`src/design/scpa_pkg.sv`:
```
`default_nettype none
package scpa_pkg;

	localparam int POOL_BYTES  = 65536;
	localparam int ALIGN_BYTES = 16;
	localparam int LIST_DEPTH  = 16;
	localparam int MAX_CLASSES = 24;

	// growth sequence from 4, next = floor(cur * 1.618), fixed for any capacity
	localparam int GROWTH_N = 22;
	localparam logic [16:0] GROWTH_RAW [GROWTH_N] = '{
		17'd4, 17'd6, 17'd9, 17'd14, 17'd22, 17'd35, 17'd56, 17'd90, 17'd145,
		17'd234, 17'd378, 17'd611, 17'd988, 17'd1598, 17'd2585, 17'd4182,
		17'd6766, 17'd10947, 17'd17712, 17'd28658, 17'd46368, 17'd75023
	};
	// same sequence rounded up to ALIGN_BYTES
	localparam logic [16:0] GROWTH_ALIGNED [GROWTH_N] = '{
		17'd16, 17'd16, 17'd16, 17'd16, 17'd32, 17'd48, 17'd64, 17'd96, 17'd160,
		17'd240, 17'd384, 17'd624, 17'd992, 17'd1600, 17'd2592, 17'd4192,
		17'd6768, 17'd10960, 17'd17712, 17'd28672, 17'd46368, 17'd75024
	};

	localparam logic [1:0] REQ_ALLOC = 2'd0;
	localparam logic [1:0] REQ_FREE  = 2'd1;
	localparam logic [1:0] REQ_CLEAR = 2'd2;

	localparam logic [1:0] ST_OK      = 2'd0;
	localparam logic [1:0] ST_ZERO    = 2'd1;
	localparam logic [1:0] ST_NO_ROOM = 2'd2;
	localparam logic [1:0] ST_FULL    = 2'd3;

	typedef struct packed {
		logic [1:0]  req_type;
		logic [16:0] req_size;
		logic [15:0] block_offset;
	} req_t;

	typedef struct packed {
		logic [1:0]  status;
		logic [15:0] granted_offset;
		logic [16:0] used_bytes;
	} rsp_t;

	typedef struct packed {
		logic load;
		logic classify;
		logic exec;
		logic respond;
	} cmd_t;

endpackage
`default_nettype wire

```
`src/design/scpa_ctrl.sv`:
```
`default_nettype none
module scpa_ctrl (
	input  wire              clk,
	input  wire              arst_n,
	input  wire              start,
	output logic             busy,
	output scpa_pkg::cmd_t   cmd
);

	typedef enum logic [3:0] {
		S_IDLE  = 4'b0001,
		S_CLASS = 4'b0010,
		S_EXEC  = 4'b0100,
		S_RESP  = 4'b1000
	} state_t;

	state_t state_q, state_nx;

	always_comb begin
		state_nx = state_q;
		unique case (state_q)
			S_IDLE:  if (start) state_nx = S_CLASS;
			S_CLASS: state_nx = S_EXEC;
			S_EXEC:  state_nx = S_RESP;
			S_RESP:  state_nx = S_IDLE;
			default: state_nx = S_IDLE;
		endcase
	end

	always_ff @(posedge clk or negedge arst_n) begin
		if (!arst_n) state_q <= S_IDLE;
		else state_q <= state_nx;
	end

	assign busy         = (state_q != S_IDLE);
	assign cmd.load     = (state_q == S_IDLE) && start;
	assign cmd.classify = (state_q == S_CLASS);
	assign cmd.exec     = (state_q == S_EXEC);
	assign cmd.respond  = (state_q == S_RESP);

endmodule
`default_nettype wire

```
`config.mk`:
```
export PLATFORM = sky130hd
export DESIGN_NAME = scpa_ctrl
export DESIGN_NICKNAME = d
export VERILOG_FILES = /design/src/design/scpa_pkg.sv /design/src/design/scpa_ctrl.sv
export SDC_FILE = /design/constraint.sdc
export NUM_CORES = 1
export LEC_CHECK = 0
export ABC_AREA = 1
export BUFFER_PORTS_ARGS = -buffer_cell sky130_fd_sc_hd__buf_2
export CORE_AREA = 2 2 39 41
export CTS_BUF_LIST = sky130_fd_sc_hd__clkbuf_2
export CTS_CLUSTER_DIAMETER = 200
export DETAILED_ROUTE_END_ITERATION = 8
export DIE_AREA = 0 0 41 43
export GPL_ROUTABILITY_DRIVEN = 0
export PLACE_DENSITY = 0.3
export SYNTH_ARGS = -nofsm -noshare
export SYNTH_HDL_FRONTEND = slang
export SYNTH_SLANG_ARGS = --single-unit
export TNS_END_PERCENT = 20
```
`constraint.sdc`:
```
create_clock -name clk -period 4 [get_ports clk]
set_clock_uncertainty 0.2 [all_clocks]
set_input_delay 1 -clock clk [delete_from_list [all_inputs] [get_ports clk]]
set_output_delay 1 -clock clk [all_outputs]
set_load 0.01 [all_outputs]
```
======== Word-level counts from Yosys, hierarchy flattened ========
Index checks and enable logic that the tools add are counted.
Widths: inputs -> output; s select.
storage, ports and cells
  register bits after elaboration ......... 4
  output and inout bits ................... 5
cells by class
  equal/unequal tests ..................... 6
  multiplexer cells ....................... 2
  reductions and logical operators ........ 1
operators with widths
  kind                number
  $pmux 4 s3          1
  $eq 4x1->1 const B  1
  $eq 4x2->1 const B  1
  $eq 4x3->1 const B  1
  $eq 4x4->1 const B  1
  $mux 4              1
  $ne 4x1->1 const B  1
  $ne 2x2->1 const B  1
  $logic_and 1x1->1   1

======== Logic depth before layout (Yosys ltp) ========
  depth after elaboration ................. 2
  gate-level depth with buffers ........... 5
  mapped depth without buffers ............ 5

======== Least setup slack after synthesis ========
No wires, ideal clock.
  path kind ............................... input port to output port
  start point ............................. input start
  end point ............................... output cmd[3] (netlist name)
  arrival ................................. 1,186 ps
  required time ........................... 2,800 ps
  setup slack ............................. 1,614 ps
  stages .................................. 2
  path buffers ............................ 0
  path through ............................ inv_1 > nor2_4
RTL lines
  element      line            source
  from (decl)  scpa_ctrl.sv:5  input wire start,
  to (decl)    scpa_ctrl.sv:7  output scpa_pkg::cmd_t cmd

==> qor.txt <==
status: completed
drt first-iter violations: 4
CP Launch Type: input port
first-pass GRT wire length: 676 um
Final min period: 2.575 ns
GRT overflow: 0
Placed Instances: 49
Syn Inst Count: 27
Die Y: 43 um
n_diodes: 0
Mean Syn Cell Area: 7.739 um2
worst-margin pin slew: 0.1374 ns
area of the mapped netlist: 209.0 um2
vias post-DR: 172
Seq/Total Area, Yosys: 0.4850
CP max stage cell: buf_2
pwr dens: 632.6 mW/mm2
Final Max Tran Viols: 0
crit-path max cell delay: 0.13 ns
Most common cell on crit path: buf_2
cells along the critical path: buf_2 > inv_1 > nor2_4 > buf_2
Post-DP HPWL: 318.1 um
Clock Latency Late Sink: 0.22 ns
most common cell after layout, fill and taps aside: inv_1
Reg area: 101.3 um2
vias in the first global route: 177
die area: 0.001763 mm2
vias per cell: 3.245
Area Overhead vs Synth: 32.34%
Pre-antenna DRT Iters: 2
post-CTS sizing: 0
CP required: 2.80 ns
R2R Setup Slk: 2.87 ns
fin nets: 41
Starting Density: 0.1510
Core Area: 0.001384 mm2
Setup Viol. Count Final: 0
worst-path fanout max: 2
crit path kind: input port to output pin
number of clock sinks: 4
reg2reg start: state_q[0]$_DFFE_PN1P_
Netlist cell types: 9
Yosys Warn Count: 0
routed wire length: 366 um
final hold violation count: 0
CTS tree: done
period utilisation layout: 0.6438
Port Buffers: 7
Hold Path Class: input port to async pin
clk slew on worst S/H paths: 0.05 ns
syn nets: 30
post-route ant nets: 0
r2r endpoint: state_q[0]$_DFFE_PN1P_
most frequent cells in the layout: 8 x inv_1, 7 x buf_2, 5 x nor2_1
worst path arrival time: 1.38 ns
register bit total from synthesis: 4
Leakage: 0.0001921 uW
Largest regs: state_q: 4 flops
DRC violations left: 0
Max VDD drop: 0.1553 mV
fmax: 0.3883 GHz
top cell type's share of synthesized area: 0.3593
layout cells sized above 1: 0.4595
Critical Path End: cmd[3]
Non-Filler Instances: 53
Horiz. Die Dim: 41 um
crit end category: output pin
post-synth top area cell: dfrtp_1
Longest Clk Path Bufs: 2
largest register by flop count: state_q
Max-slew headroom: 0.9081
multi-input logic area: 70.07 um2
Setup TNS: 0 ns
Largest register FFs: 4
# rows: 14
Ports: 8
Synth area leaders: dfrtp_1 36%, inv_1 14%, dfstp_2 13%
Layout fillers: 167
unrepaired setup endpoints after global routing: no
MaxCap Viol Count: 0
Reg2Reg Depth: 5
GRT Total Usage: 0.06761
pin count of the biggest net entering global routing: 5
WL per Instance: 6.906 um
Post-CTS Setup Bufs: 0
CTS root buffer: clkbuf_2
hold buffers post-CTS: 0
H-tree levels: 1
total CTS buffers: 3
initial antenna violation count: 0
Critical Path Start: start
through the flow:
| stage | power [uW] | cell area [um2] | hold slack (ns) | util | setup WS [ns] |
|---|---|---|---|---|---|
| after floorplan | 113.3 | 209.0 | 0.3539 | - | 1.614 |
| after global placement | 133.3 | 256.5 | 0.3894 | 0.1854 | 1.425 |
| after detailed placement | 134.3 | 256.5 | 0.4068 | 0.1854 | 1.422 |
| after CTS | 179.8 | 276.5 | 0.3689 | 0.1998 | 1.418 |
| after global routing | 191.8 | 276.5 | 0.3787 | 0.1998 | 1.375 |
| final | 174.9 | 276.5 | 0.3758 | 0.1998 | 1.425 |
cells in the mapped netlist:
library cell and n:
dfrtp_1 3, buf_4 1, nor2_2 3, nand2_2 1, nor2_4 1, nor2_1 5, dfstp_2 1, nand2_1 4
inv_1 8
how the worst min path moves through the flow:
stage | startpoint | endpoint | slack, ns | cells past startpoint
3_3_place_gp | state_q[1]$_DFFE_PN0P_ | state_q[1]$_DFFE_PN0P_ | 0.39 | 3
6_report | arst_n | state_q[3]$_DFFE_PN0P_ | 0.38 | 1
2_1_floorplan | state_q[3]$_DFFE_PN0P_ | state_q[3]$_DFFE_PN0P_ | 0.35 | 3
4_1_cts | arst_n | state_q[3]$_DFFE_PN0P_ | 0.37 | 1
5_1_grt | arst_n | state_q[3]$_DFFE_PN0P_ | 0.38 | 1
3_5_place_dp | state_q[1]$_DFFE_PN0P_ | state_q[1]$_DFFE_PN0P_ | 0.41 | 3
routing by layer:
| layer | track usage | share of wire | up-vias |
|---|---|---|---|
| met5 | 0 | 0 | - |
| met2 | 0.08125 | 0.43 | 8 |
| met4 | 0.1200 | 0.068 | 0 |
| li1 | - | - | 92 |
| met3 | 0.01571 | 0.13 | 4 |
| met1 | 0.06536 | 0.37 | 68 |
cell families (layout without fill, tap and decap cells):
family | Yosys count | count (layout) | share of synthesized area
buffers and inverters | 9 | 19 | 0.1797
flip-flops | 4 | 4 | 0.4850
AND/OR/NAND/NOR | 14 | 14 | 0.3353
area by class of cell:
class | instances | area share
tap | 16 | 0.07240
clock buffer | 4 | 0.07240
inverter | 8 | 0.1086
sequential | 4 | 0.3665
timing repair buffer | 7 | 0.1267
multi-input combinational | 14 | 0.2534
worst max-delay path: cells and delay by family:
| kind | cells | cell delay (ns) |
|---|---|---|
| buffers and inverters | 3 | 0.26 |
| AND/OR/NAND/NOR | 1 | 0.11 |
report_power, final:
part | switching [uW] | leakage [uW] | internal, uW
registers | 9.29 | 0.0000511 | 55.1
logic | 41.0 | 0.000124 | 25.6
clock network | 17.5 | 0.0000166 | 26.4
total | 67.8 | 0.000192 | 107
Power figures use the tool's default switching activity.
